===== src/hdl/qsm3_pkg.sv =====
// shared constants, sequencer codes and control structs of the quicksort block
`default_nettype none

package qsm3_pkg;

    localparam int MAX_ELEMS_DEF  = 64;
    localparam int DATA_WIDTH_DEF = 32;
    localparam int POS_W          = 6;
    localparam int CMP_W          = 11;
    localparam logic [CMP_W-1:0] CMP_MAX = '1;

    // sequencer codes, shared by controller state and datapath operation
    localparam int ST_W = 5;
    localparam logic [ST_W-1:0] S_IDLE  = 5'd0;
    localparam logic [ST_W-1:0] S_INIT  = 5'd1;
    localparam logic [ST_W-1:0] S_POP   = 5'd2;
    localparam logic [ST_W-1:0] S_RANGE = 5'd3;
    localparam logic [ST_W-1:0] S_RDA   = 5'd4;
    localparam logic [ST_W-1:0] S_RDB   = 5'd5;
    localparam logic [ST_W-1:0] S_RDC   = 5'd6;
    localparam logic [ST_W-1:0] S_MSW1  = 5'd7;
    localparam logic [ST_W-1:0] S_MSW2  = 5'd8;
    localparam logic [ST_W-1:0] S_LRD   = 5'd9;
    localparam logic [ST_W-1:0] S_LCK   = 5'd10;
    localparam logic [ST_W-1:0] S_LSW1  = 5'd11;
    localparam logic [ST_W-1:0] S_LSW2  = 5'd12;
    localparam logic [ST_W-1:0] S_FRD   = 5'd13;
    localparam logic [ST_W-1:0] S_FW1   = 5'd14;
    localparam logic [ST_W-1:0] S_FW2   = 5'd15;
    localparam logic [ST_W-1:0] S_PUSH1 = 5'd16;
    localparam logic [ST_W-1:0] S_PUSH2 = 5'd17;
    localparam logic [ST_W-1:0] S_ORD   = 5'd18;
    localparam logic [ST_W-1:0] S_OLD   = 5'd19;
    localparam logic [ST_W-1:0] S_OWT   = 5'd20;

    typedef struct packed {
        logic [ST_W-1:0] op;
        logic            in_beat;
        logic            out_beat;
    } t_cmd;

    typedef struct packed {
        logic sp_zero;
        logic j_eq_hi;
        logic le_pivot;
        logic ip_eq_j;
        logic out_valid;
        logic out_last;
    } t_stat;

endpackage

`default_nettype wire


===== src/hdl/qsm3_ram.sv =====
// generic single-write, single-read ram with registered read data
`default_nettype none

module qsm3_ram #(
    parameter int WIDTH = 32,
    parameter int DEPTH = 64
) (
    input  wire                     i_clk,
    input  wire                     i_we,
    input  wire [$clog2(DEPTH)-1:0] i_waddr,
    input  wire [WIDTH-1:0]         i_wdata,
    input  wire                     i_re,
    input  wire [$clog2(DEPTH)-1:0] i_raddr,
    output logic [WIDTH-1:0]        o_rdata
);

    logic [WIDTH-1:0] r_mem [DEPTH];

    always_ff @(posedge i_clk) begin
        if (i_we) begin
            r_mem[i_waddr] <= i_wdata;
        end
        if (i_re) begin
            o_rdata <= r_mem[i_raddr];
        end
    end

endmodule

`default_nettype wire


===== src/hdl/qsm3_ctrl.sv =====
// sequencer of the quicksort block: load, partition loop, result drain
`default_nettype none

module qsm3_ctrl (
    input  wire            i_clk,
    input  wire            i_rst_n,
    input  wire            i_s_tvalid,
    input  wire            i_s_tlast,
    input  wire            i_m_tready,
    input  qsm3_pkg::t_stat i_stat,
    output logic           o_s_tready,
    output qsm3_pkg::t_cmd o_cmd
);

    logic [qsm3_pkg::ST_W-1:0] r_state;
    logic [qsm3_pkg::ST_W-1:0] n_state;
    logic                      w_in_beat;
    logic                      w_out_beat;

    assign o_s_tready = (r_state == qsm3_pkg::S_IDLE);
    assign w_in_beat  = o_s_tready & i_s_tvalid;
    assign w_out_beat = i_stat.out_valid & i_m_tready;

    assign o_cmd.op       = r_state;
    assign o_cmd.in_beat  = w_in_beat;
    assign o_cmd.out_beat = w_out_beat;

    always_comb begin
        n_state = r_state;
        unique case (r_state)
            qsm3_pkg::S_IDLE:  if (w_in_beat && i_s_tlast) n_state = qsm3_pkg::S_INIT;
            qsm3_pkg::S_INIT:  n_state = qsm3_pkg::S_POP;
            qsm3_pkg::S_POP:   n_state = i_stat.sp_zero ? qsm3_pkg::S_ORD : qsm3_pkg::S_RANGE;
            qsm3_pkg::S_RANGE: n_state = qsm3_pkg::S_RDA;
            qsm3_pkg::S_RDA:   n_state = qsm3_pkg::S_RDB;
            qsm3_pkg::S_RDB:   n_state = qsm3_pkg::S_RDC;
            qsm3_pkg::S_RDC:   n_state = qsm3_pkg::S_MSW1;
            qsm3_pkg::S_MSW1:  n_state = qsm3_pkg::S_MSW2;
            qsm3_pkg::S_MSW2:  n_state = qsm3_pkg::S_LRD;
            qsm3_pkg::S_LRD:   n_state = i_stat.j_eq_hi ? qsm3_pkg::S_FRD : qsm3_pkg::S_LCK;
            qsm3_pkg::S_LCK: begin
                if (i_stat.le_pivot && !i_stat.ip_eq_j) n_state = qsm3_pkg::S_LSW1;
                else                                    n_state = qsm3_pkg::S_LRD;
            end
            qsm3_pkg::S_LSW1:  n_state = qsm3_pkg::S_LSW2;
            qsm3_pkg::S_LSW2:  n_state = qsm3_pkg::S_LRD;
            qsm3_pkg::S_FRD:   n_state = qsm3_pkg::S_FW1;
            qsm3_pkg::S_FW1:   n_state = qsm3_pkg::S_FW2;
            qsm3_pkg::S_FW2:   n_state = qsm3_pkg::S_PUSH1;
            qsm3_pkg::S_PUSH1: n_state = qsm3_pkg::S_PUSH2;
            qsm3_pkg::S_PUSH2: n_state = qsm3_pkg::S_POP;
            qsm3_pkg::S_ORD:   n_state = qsm3_pkg::S_OLD;
            qsm3_pkg::S_OLD:   n_state = qsm3_pkg::S_OWT;
            qsm3_pkg::S_OWT: begin
                if (w_out_beat) begin
                    n_state = i_stat.out_last ? qsm3_pkg::S_IDLE : qsm3_pkg::S_ORD;
                end
            end
            default:           n_state = qsm3_pkg::S_IDLE;
        endcase
    end

    always_ff @(posedge i_clk) begin
        if (!i_rst_n) begin
            r_state <= qsm3_pkg::S_IDLE;
        end else begin
            r_state <= n_state;
        end
    end

endmodule

`default_nettype wire


===== src/hdl/qsm3_dp.sv =====
// datapath of the quicksort block: element store, range stack, pointers, counters
`default_nettype none

module qsm3_dp #(
    parameter int MAX_ELEMS  = qsm3_pkg::MAX_ELEMS_DEF,
    parameter int DATA_WIDTH = qsm3_pkg::DATA_WIDTH_DEF
) (
    input  wire                        i_clk,
    input  wire                        i_rst_n,
    input  qsm3_pkg::t_cmd             i_cmd,
    input  wire [DATA_WIDTH-1:0]       i_value,
    output qsm3_pkg::t_stat            o_stat,
    output logic [DATA_WIDTH-1:0]      o_sorted_value,
    output logic [qsm3_pkg::POS_W-1:0] o_position,
    output logic                       o_final_res,
    output logic [qsm3_pkg::CMP_W-1:0] o_comparisons,
    output logic                       o_overflow
);

    localparam int AW = $clog2(MAX_ELEMS);
    localparam int CW = AW + 1;
    localparam int SW = 2 * AW;
    localparam logic [CW-1:0] CAP = CW'(MAX_ELEMS);

    logic [CW-1:0]         r_cnt;
    logic                  r_drop;
    logic [CW-1:0]         r_sp;
    logic [qsm3_pkg::CMP_W-1:0] r_cmp;
    logic [AW-1:0]         r_lo, r_hi, r_ip, r_j, r_k;
    logic [DATA_WIDTH-1:0] r_a, r_b, r_c, r_piv, r_t0, r_t1;
    logic                  r_oval, r_olast;
    logic [DATA_WIDTH-1:0] r_odata;

    logic                  mem_we, mem_re, stk_we, stk_re;
    logic [AW-1:0]         mem_waddr, mem_raddr, stk_waddr, stk_raddr;
    logic [DATA_WIDTH-1:0] mem_wdata, w_mrd;
    logic [SW-1:0]         stk_wdata, w_srd;

    logic [CW-1:0]         w_sum;
    logic [AW-1:0]         w_mid, w_med;
    logic [DATA_WIDTH-1:0] w_medv;
    logic                  w_le, w_room, w_ok1, w_ok2, w_has_room;
    logic [CW-1:0]         w_cnt_m1, w_sp_m1;

    qsm3_ram #(.WIDTH(DATA_WIDTH), .DEPTH(MAX_ELEMS)) u_store (
        .i_clk(i_clk), .i_we(mem_we), .i_waddr(mem_waddr), .i_wdata(mem_wdata),
        .i_re(mem_re), .i_raddr(mem_raddr), .o_rdata(w_mrd)
    );

    // each stack entry holds lo in the low half and hi in the high half
    qsm3_ram #(.WIDTH(SW), .DEPTH(MAX_ELEMS)) u_stack (
        .i_clk(i_clk), .i_we(stk_we), .i_waddr(stk_waddr), .i_wdata(stk_wdata),
        .i_re(stk_re), .i_raddr(stk_raddr), .o_rdata(w_srd)
    );

    assign w_sum    = {1'b0, r_lo} + {1'b0, r_hi};
    assign w_mid    = w_sum[AW:1];
    assign w_le     = $signed(w_mrd) <= $signed(r_piv);
    assign w_room   = r_cnt < CAP;
    assign w_has_room = r_sp < CAP;
    assign w_ok1    = w_has_room && ({1'b0, r_ip} > ({1'b0, r_lo} + CW'(1)));
    assign w_ok2    = w_has_room && (({1'b0, r_ip} + CW'(1)) < {1'b0, r_hi});
    assign w_cnt_m1 = r_cnt - CW'(1);
    assign w_sp_m1  = r_sp - CW'(1);

    // median of left, middle and right entries
    always_comb begin
        if ($signed(r_a) < $signed(r_b)) begin
            if ($signed(r_b) < $signed(r_c))      begin w_med = w_mid; w_medv = r_b; end
            else if ($signed(r_a) < $signed(r_c)) begin w_med = r_hi;  w_medv = r_c; end
            else                                  begin w_med = r_lo;  w_medv = r_a; end
        end else begin
            if ($signed(r_c) < $signed(r_b))      begin w_med = w_mid; w_medv = r_b; end
            else if ($signed(r_c) < $signed(r_a)) begin w_med = r_hi;  w_medv = r_c; end
            else                                  begin w_med = r_lo;  w_medv = r_a; end
        end
    end

    always_comb begin
        mem_we    = 1'b0;
        mem_waddr = r_ip;
        mem_wdata = r_piv;
        mem_re    = 1'b0;
        mem_raddr = r_ip;
        stk_we    = 1'b0;
        stk_waddr = r_sp[AW-1:0];
        stk_wdata = {r_hi, r_lo};
        stk_re    = 1'b0;
        stk_raddr = w_sp_m1[AW-1:0];
        unique case (i_cmd.op)
            qsm3_pkg::S_IDLE: begin
                mem_we    = i_cmd.in_beat & w_room;
                mem_waddr = r_cnt[AW-1:0];
                mem_wdata = i_value;
            end
            qsm3_pkg::S_INIT: begin
                stk_we    = 1'b1;
                stk_waddr = '0;
                stk_wdata = {w_cnt_m1[AW-1:0], {AW{1'b0}}};
            end
            qsm3_pkg::S_POP:   stk_re = ~o_stat.sp_zero;
            qsm3_pkg::S_RANGE: begin
                mem_re    = 1'b1;
                mem_raddr = w_srd[AW-1:0];
            end
            qsm3_pkg::S_RDA: begin
                mem_re    = 1'b1;
                mem_raddr = w_mid;
            end
            qsm3_pkg::S_RDB: begin
                mem_re    = 1'b1;
                mem_raddr = r_hi;
            end
            qsm3_pkg::S_MSW1: begin
                mem_we    = 1'b1;
                mem_waddr = w_med;
                mem_wdata = r_c;
            end
            qsm3_pkg::S_MSW2: begin
                mem_we    = 1'b1;
                mem_waddr = r_hi;
                mem_wdata = r_piv;
            end
            qsm3_pkg::S_LRD: begin
                mem_re    = ~o_stat.j_eq_hi;
                mem_raddr = r_j;
            end
            qsm3_pkg::S_LCK:   mem_re = w_le & (r_ip != r_j);
            qsm3_pkg::S_LSW1: begin
                mem_we    = 1'b1;
                mem_wdata = r_t0;
            end
            qsm3_pkg::S_LSW2: begin
                mem_we    = 1'b1;
                mem_waddr = r_j;
                mem_wdata = r_t1;
            end
            qsm3_pkg::S_FRD:   mem_re = 1'b1;
            qsm3_pkg::S_FW1:   mem_we = 1'b1;
            qsm3_pkg::S_FW2: begin
                mem_we    = 1'b1;
                mem_waddr = r_hi;
                mem_wdata = r_t0;
            end
            qsm3_pkg::S_PUSH1: begin
                stk_we    = w_ok1;
                stk_wdata = {r_ip - AW'(1), r_lo};
            end
            qsm3_pkg::S_PUSH2: begin
                stk_we    = w_ok2;
                stk_wdata = {r_hi, r_ip + AW'(1)};
            end
            qsm3_pkg::S_ORD: begin
                mem_re    = 1'b1;
                mem_raddr = r_k;
            end
            default: begin
            end
        endcase
    end

    always_ff @(posedge i_clk) begin
        if (!i_rst_n) begin
            r_cnt  <= '0;
            r_drop <= 1'b0;
            r_sp   <= '0;
            r_cmp  <= '0;
            r_k    <= '0;
            r_oval <= 1'b0;
        end else begin
            unique case (i_cmd.op)
                qsm3_pkg::S_IDLE: begin
                    if (i_cmd.in_beat) begin
                        if (w_room) r_cnt  <= r_cnt + CW'(1);
                        else        r_drop <= 1'b1;
                    end
                end
                qsm3_pkg::S_INIT: begin
                    r_sp  <= CW'(1);
                    r_cmp <= '0;
                    r_k   <= '0;
                end
                qsm3_pkg::S_POP: if (!o_stat.sp_zero) r_sp <= w_sp_m1;
                qsm3_pkg::S_RANGE: begin
                    r_lo <= w_srd[AW-1:0];
                    r_hi <= w_srd[SW-1:AW];
                end
                qsm3_pkg::S_RDA: r_a <= w_mrd;
                qsm3_pkg::S_RDB: r_b <= w_mrd;
                qsm3_pkg::S_RDC: r_c <= w_mrd;
                qsm3_pkg::S_MSW1: begin
                    r_piv <= w_medv;
                    r_ip  <= r_lo;
                    r_j   <= r_lo;
                end
                qsm3_pkg::S_LCK: begin
                    if (r_cmp != qsm3_pkg::CMP_MAX) r_cmp <= r_cmp + qsm3_pkg::CMP_W'(1);
                    if (w_le) begin
                        if (r_ip == r_j) begin
                            r_ip <= r_ip + AW'(1);
                            r_j  <= r_j + AW'(1);
                        end else begin
                            r_t0 <= w_mrd;
                        end
                    end else begin
                        r_j <= r_j + AW'(1);
                    end
                end
                qsm3_pkg::S_LSW1: r_t1 <= w_mrd;
                qsm3_pkg::S_LSW2: begin
                    r_ip <= r_ip + AW'(1);
                    r_j  <= r_j + AW'(1);
                end
                qsm3_pkg::S_FW1:   r_t0 <= w_mrd;
                qsm3_pkg::S_PUSH1: if (w_ok1) r_sp <= r_sp + CW'(1);
                qsm3_pkg::S_PUSH2: if (w_ok2) r_sp <= r_sp + CW'(1);
                qsm3_pkg::S_OLD: begin
                    r_oval  <= 1'b1;
                    r_odata <= w_mrd;
                    r_olast <= ({1'b0, r_k} == w_cnt_m1);
                end
                qsm3_pkg::S_OWT: begin
                    if (i_cmd.out_beat) begin
                        r_oval <= 1'b0;
                        r_k    <= r_k + AW'(1);
                        if (r_olast) begin
                            r_cnt  <= '0;
                            r_drop <= 1'b0;
                            r_cmp  <= '0;
                        end
                    end
                end
                default: begin
                end
            endcase
        end
    end

    assign o_stat.sp_zero   = (r_sp == '0);
    assign o_stat.j_eq_hi   = (r_j == r_hi);
    assign o_stat.le_pivot  = w_le;
    assign o_stat.ip_eq_j   = (r_ip == r_j);
    assign o_stat.out_valid = r_oval;
    assign o_stat.out_last  = r_olast;

    assign o_sorted_value = r_odata;
    assign o_position     = qsm3_pkg::POS_W'(r_k);
    assign o_final_res    = r_olast;
    assign o_comparisons  = r_cmp;
    assign o_overflow     = r_drop;

endmodule

`default_nettype wire


===== src/hdl/quicksort_median_of_three.sv =====
// top level of the iterative median-of-three quicksort block
//
//  channel | dir | payload                                           | beat
//  s       | in  | tdata: value; tlast: last element of the set     | tvalid & tready
//  m       | out | tdata: sorted_value, position, comparisons,      | tvalid & tready
//          |     |       overflow; tlast: final result of the run    |
//
// loading takes one cycle per element, tready stays high until the last beat
// the sort then runs from one ram read port: an init step seeds the stack, each
// partition pops a range, picks the median of three as pivot, walks the range
// with swaps and pushes the subranges; draining stalls while m tready is low
// synchronous active-low reset clears counts, stack pointer and the sequencer
`default_nettype none

module quicksort_median_of_three #(
    parameter int MAX_ELEMS  = qsm3_pkg::MAX_ELEMS_DEF,
    parameter int DATA_WIDTH = qsm3_pkg::DATA_WIDTH_DEF,
    parameter int IN_W       = ((DATA_WIDTH + 7) / 8) * 8,
    parameter int OUT_W      = ((DATA_WIDTH + qsm3_pkg::POS_W + qsm3_pkg::CMP_W + 1 + 7) / 8) * 8
) (
    input  wire              i_clk,
    input  wire              i_rst_n,
    // value (DATA_WIDTH bits) from bit 0, zero padding above
    input  wire [IN_W-1:0]   i_s_tdata,
    input  wire              i_s_tvalid,
    input  wire              i_s_tlast,
    output logic             o_s_tready,
    // sorted_value, position (6), comparisons (11), overflow (1), zero padding
    output logic [OUT_W-1:0] o_m_tdata,
    output logic             o_m_tvalid,
    output logic             o_m_tlast,
    input  wire              i_m_tready
);

    localparam int PAD_W = OUT_W - (DATA_WIDTH + qsm3_pkg::POS_W + qsm3_pkg::CMP_W + 1);

    qsm3_pkg::t_cmd                w_cmd;
    qsm3_pkg::t_stat               w_stat;
    logic [DATA_WIDTH-1:0]         w_sorted_value;
    logic [qsm3_pkg::POS_W-1:0]    w_position;
    logic                          w_final_res;
    logic [qsm3_pkg::CMP_W-1:0]    w_comparisons;
    logic                          w_overflow;

    // sequencer: input acceptance, partition walk, drain
    qsm3_ctrl u_ctrl (
        .i_clk      (i_clk),
        .i_rst_n    (i_rst_n),
        .i_s_tvalid (i_s_tvalid),
        .i_s_tlast  (i_s_tlast),
        .i_m_tready (i_m_tready),
        .i_stat     (w_stat),
        .o_s_tready (o_s_tready),
        .o_cmd      (w_cmd)
    );

    // element store, range stack and output register
    qsm3_dp #(
        .MAX_ELEMS  (MAX_ELEMS),
        .DATA_WIDTH (DATA_WIDTH)
    ) u_dp (
        .i_clk          (i_clk),
        .i_rst_n        (i_rst_n),
        .i_cmd          (w_cmd),
        .i_value        (i_s_tdata[DATA_WIDTH-1:0]),
        .o_stat         (w_stat),
        .o_sorted_value (w_sorted_value),
        .o_position     (w_position),
        .o_final_res    (w_final_res),
        .o_comparisons  (w_comparisons),
        .o_overflow     (w_overflow)
    );

    // result beat packing, lowest field first
    assign o_m_tdata  = {{PAD_W{1'b0}}, w_overflow, w_comparisons, w_position, w_sorted_value};
    assign o_m_tvalid = w_stat.out_valid;
    assign o_m_tlast  = w_final_res;

endmodule

`default_nettype wire


===== config.mk =====
export PLATFORM = sky130hd
export DESIGN_NAME = quicksort_median_of_three
export DESIGN_NICKNAME = d
export VERILOG_FILES = /design/src/hdl/qsm3_pkg.sv /design/src/hdl/qsm3_ram.sv /design/src/hdl/qsm3_ctrl.sv /design/src/hdl/qsm3_dp.sv /design/src/hdl/quicksort_median_of_three.sv
export SDC_FILE = /design/constraint.sdc
export NUM_CORES = 2
export LEC_CHECK = 0
export BUFFER_PORTS_ARGS = -buffer_cell sky130_fd_sc_hd__buf_2
export CORE_UTILIZATION = 46
export CTS_CLUSTER_SIZE = 24
export DETAILED_ROUTE_END_ITERATION = 10
export GPL_TIMING_DRIVEN = 0
export PLACE_DENSITY_LB_ADDON = 0.12
export SYNTH_ARGS = -nofsm -noshare
export SYNTH_HDL_FRONTEND = slang
export SYNTH_HIERARCHICAL = 1
export SYNTH_SLANG_ARGS = --single-unit

===== constraint.sdc =====
create_clock -name i_clk -period 5.3 [get_ports i_clk]
set_input_delay 0.795 -clock i_clk [delete_from_list [all_inputs] [get_ports i_clk]]
set_output_delay 0.795 -clock i_clk [all_outputs]
set_load 0.01 [all_outputs]

==> impl_metrics.yaml <==
outcome:
  outcome: "complete, but fails checks"
  violations: "negative setup slack"
die:
  core-area_mm2: 0.271
  core.rowCount: 191
  initial_core_util_pct: 46.3
  ioPinCount: 96
  die_area_mm2: 0.275
  chipWidth_um: 525
  die-height_um: 525
placement:
  place_area_mm2: 0.136
  io_buffers: 89
  routabilityCongestion: 0.910
  place_ws_ns: -1.90
  dp_hpwl_um: 272000
layout:
  postLayoutCoreUtil_pct: 54.8
  final_nets: 7217
  fin_area_mm2: 0.149
  syn_to_final_growth_pct: 18.3
  drive_above_1_share_pct: 29.4
drt:
  drc_errors: 0
  ant_nets: 0
  vias: 69900
  wl_per_cell_um: 36.9
  dr.pass1.iters: 6
  finalWirelength_um: 401000
  drtIter0Drc: 9498
  viasPerCell: 6.43
grt:
  globalRouteOverflowTotal: 0
  antenna_found_initial: 17
  grt_use_total_pct: 28.7
  grt_pass1_wl_um: 547000
  grt_pass1_vias: 67900
  grt_max_degree: 47
timing:
  max_freq_mhz: 177
  period_share_pct: 106
  worst_slack_ns: -0.339
  skew_ns: 0.0651
  hold_violations: 0
  slew_headroom_pct: 9.68
  rsz0062_at_grt: "true"
  whs_ns: 0.155
  tns_ns: -44.86
  period_needed_ns: 5.64
  setup_viol: 200
  slew_viol_final: 0
  tightest_slew_ns: 1.35
clocking:
  cts_sinks: 3147
  htreeDepth: 5
  root_buffer: "clkbuf_16"
  cts-hold-fix-buffers: 0
  clk_latency_ns: 0.92
  clockBufferDepth: 4
  numCtsBuffers: 332
  cts_tree: "built"
  clkSlewWorstSetupHoldPaths_ns: 0.06
logic_synthesis:
  yosysWarnings: 6
  synth_area_leaders: "edfxtp_1, mux4_2, ha_1"
  seq_area_frac_synth_pct: 74.9
  synth.avg_cell_area_um2: 20.0
  ys_types: 90
  yosys_register_bits: 3147
  synth_top_area_share_pct: 74.3
  syn_inst: 6282
  synth-edff-count: 3109
  synthArstFlopShare_pct: 0
  synth_top_cell_by_area: "edfxtp_1"
  netlist_area_mm2: 0.126
  synth_ff_type: "edfxtp_1"
worst_hold_path:
  min_path_cells: 2
  hold_path_class: "in2reg"
  min_from: "i_rst_n"
  hold-path-endpoint: "u_ctrl/r_state[4]"
pwr:
  p_leak_nw: 48.1
  powerDensity_mw_per_mm2: 657
  ir_drop_mv: 0.601
worst_setup_path:
  crit_slowest_cell: "nor2_2"
  cpPeakStageDelay_ns: 0.97
  worstSetupPathType: "reg2reg"
  cp_data_arrival_time_ns: 6.14
  reg2reg_slack_ns: -0.34
  worstSetupStartpointType: "flop"
  worstReg2RegStart: "u_dp/r_ip[0]"
  end_kind: "flop"
  r2r_cells: 14
  required_ns: 5.80
  crit_path_cell_trace: "buf_2 > inv_1 > ha_1 > ha_1 > a21boi_0 > o21a_1 > o21a_1 > o21a_1 > o21a_1 > o41ai_1 > a21o_1 > nor2b_1 > nand3_1 > nor2_2"
  path_common_cell: "o21a_1"
  crit_fanout: 12
  r2r_end: "u_dp/u_stack/r_mem[14][2]"
flow_run:
  cap_violations: 0
==> cells in the final DEF (no fill, tap or decap), types with 44 or more instances in the layout <==
| cell type | netlist | layout |
|---|---|---|
| a21oi_1 | 155 | 132 |
| buf_4 | 51 | 187 |
| mux2i_1 | 129 | 121 |
| clkbuf_1 | 164 | 168 |
| o221ai_1 | 50 | 44 |
| mux4_2 | 736 | 736 |
| nand2_1 | 128 | 119 |
| ha_1 | 154 | 153 |
| clkbuf_16 | 0 | 342 |
| nor2_4 | 0 | 83 |
| buf_2 | 81 | 145 |
| a22oi_1 | 98 | 98 |
| clkinv_1 | 1 | 67 |
| inv_1 | 130 | 130 |
| o22ai_1 | 144 | 124 |
| clkinv_2 | 0 | 56 |
| nor2_1 | 397 | 272 |
| nand3_1 | 60 | 54 |
| edfxtp_1 | 3109 | 3109 |
| buf_12 | 0 | 173 |
==> worst max-delay path: cells and delay by family, from the launching register on <==
family | cells | cell delay, ns
DFF | 1 | 0.36
buffers and inverters | 2 | 0.49
AOI/OAI and AO/OA | 7 | 1.63
adders and majority gates | 2 | 0.73
and+or+nand+nor | 3 | 2.03
==> final cells by class <==
class | count | area, um2
Buffer | 340 | 2050
Inverter | 131 | 492
Sequential cell | 3147 | 94100
Tap cell | 3570 | 4470
Multi-Input combinational cell | 2661 | 31400
Clock inverter | 177 | 1640
Clock buffer | 414 | 8840
Antenna cell | 10 | 25.0
Timing Repair Buffer | 412 | 5730
Fill cell | 20400 | 122000
==> Yosys cell counts, types with 33 or more instances <==
master / number
mux2i_1: 129
nor2_1: 397
nand2_1: 128
o21ai_0: 47
edfxtp_1: 3109
a21oi_1: 155
a31oi_1: 50
nor2b_1: 45
mux4_2: 736
a22oi_1: 98
buf_4: 51
nand3_1: 60
o22ai_1: 144
nand2b_1: 38
o221ai_1: 50
inv_1: 130
dfxtp_1: 38
clkbuf_1: 164
xor2_1: 33
nor3_1: 46
ha_1: 154
buf_2: 81
==> sequential cells by signal, summed over array words and instances (netlist names), 6 cells and up <==
signal,count
u_dp/o_comparisons,11
u_dp/o_position,6
u_dp/o_sorted_value,32
u_dp/r_a,32
u_dp/r_b,32
u_dp/r_c,32
u_dp/r_cnt,7
u_dp/r_hi,6
u_dp/r_ip,6
u_dp/r_j,6
u_dp/r_lo,6
u_dp/r_piv,32
u_dp/r_sp,7
u_dp/r_t0,32
u_dp/r_t1,32
u_dp/u_stack/o_rdata,12
u_dp/u_stack/r_mem,768
u_dp/u_store/o_rdata,32
u_dp/u_store/r_mem,2048
==> where the power goes <==
part | internal, mW | total [mW] | switching [mW] | leakage (nW)
clock | 13.1 | 22.7 | 9.64 | 5.12
sequential | 35.3 | 36.0 | 0.756 | 28.3
combinational | 12.6 | 39.0 | 26.4 | 14.7
==> worst max-delay path by stage <==
stage                            startpoint                    endpoint  depth (start not counted)
after floorplan                u_dp/r_a[29]   u_dp/u_store/r_mem[39][0]                         15
after global placement    u_ctrl/r_state[4]   u_dp/u_store/r_mem[4][16]                          9
after detailed placement  u_ctrl/r_state[1]    u_dp/u_store/o_rdata[16]                         14
after CTS                      u_dp/r_ip[0]   u_dp/u_stack/r_mem[22][3]                         14
after global routing      u_ctrl/r_state[3]  u_dp/u_stack/r_mem[19][10]                          9
final                          u_dp/r_ip[0]   u_dp/u_stack/r_mem[14][2]                         14
==> cell families (layout without fill, tap and decap cells) <==
group	count (synthesis)	after routing	synth area share, %
DFF	3147	3147	74.9
muxes	875	875	14.3
xor gates and xnor gates	60	60	0.418
and+or+nand+nor	850	850	3.18
adders and majority gates	155	155	1.55
AOI/OAI and AO/OA	715	715	3.88
buffers and inverters	479	1474	1.80
other	1	16	0.00298
==> metrics by stage <==
step / power (mW) / cells
finish: 97.8 / 10900
detailed placement: 73.8 / 10100
floorplan: 54.8 / 6287
CTS: 97.1 / 10800
global placement: 67.1 / 9946
global route: 100 / 10900
==> per-layer routing <==
metal | share of wire [%] | track usage (%) | wire length (um) | up-vias
met5 | 0.018 | 0 | 72 | -
met4 | 3.7 | 9.41 | 14900 | 10
met3 | 11 | 6.88 | 42200 | 739
met2 | 47 | 44.8 | 186000 | 4092
met1 | 39 | 40.0 | 157000 | 37400
li1 | - | - | - | 27600
==> what timing repair did <==
action / 4_1_cts / 5_1_grt
buffers inserted: 107 / 30
gates resized for setup: 255 / 112
pin swaps: 60 / 21
setup endpoints to repair: 2660 / 2020
Note: power is estimated with default switching activity, not from simulation.
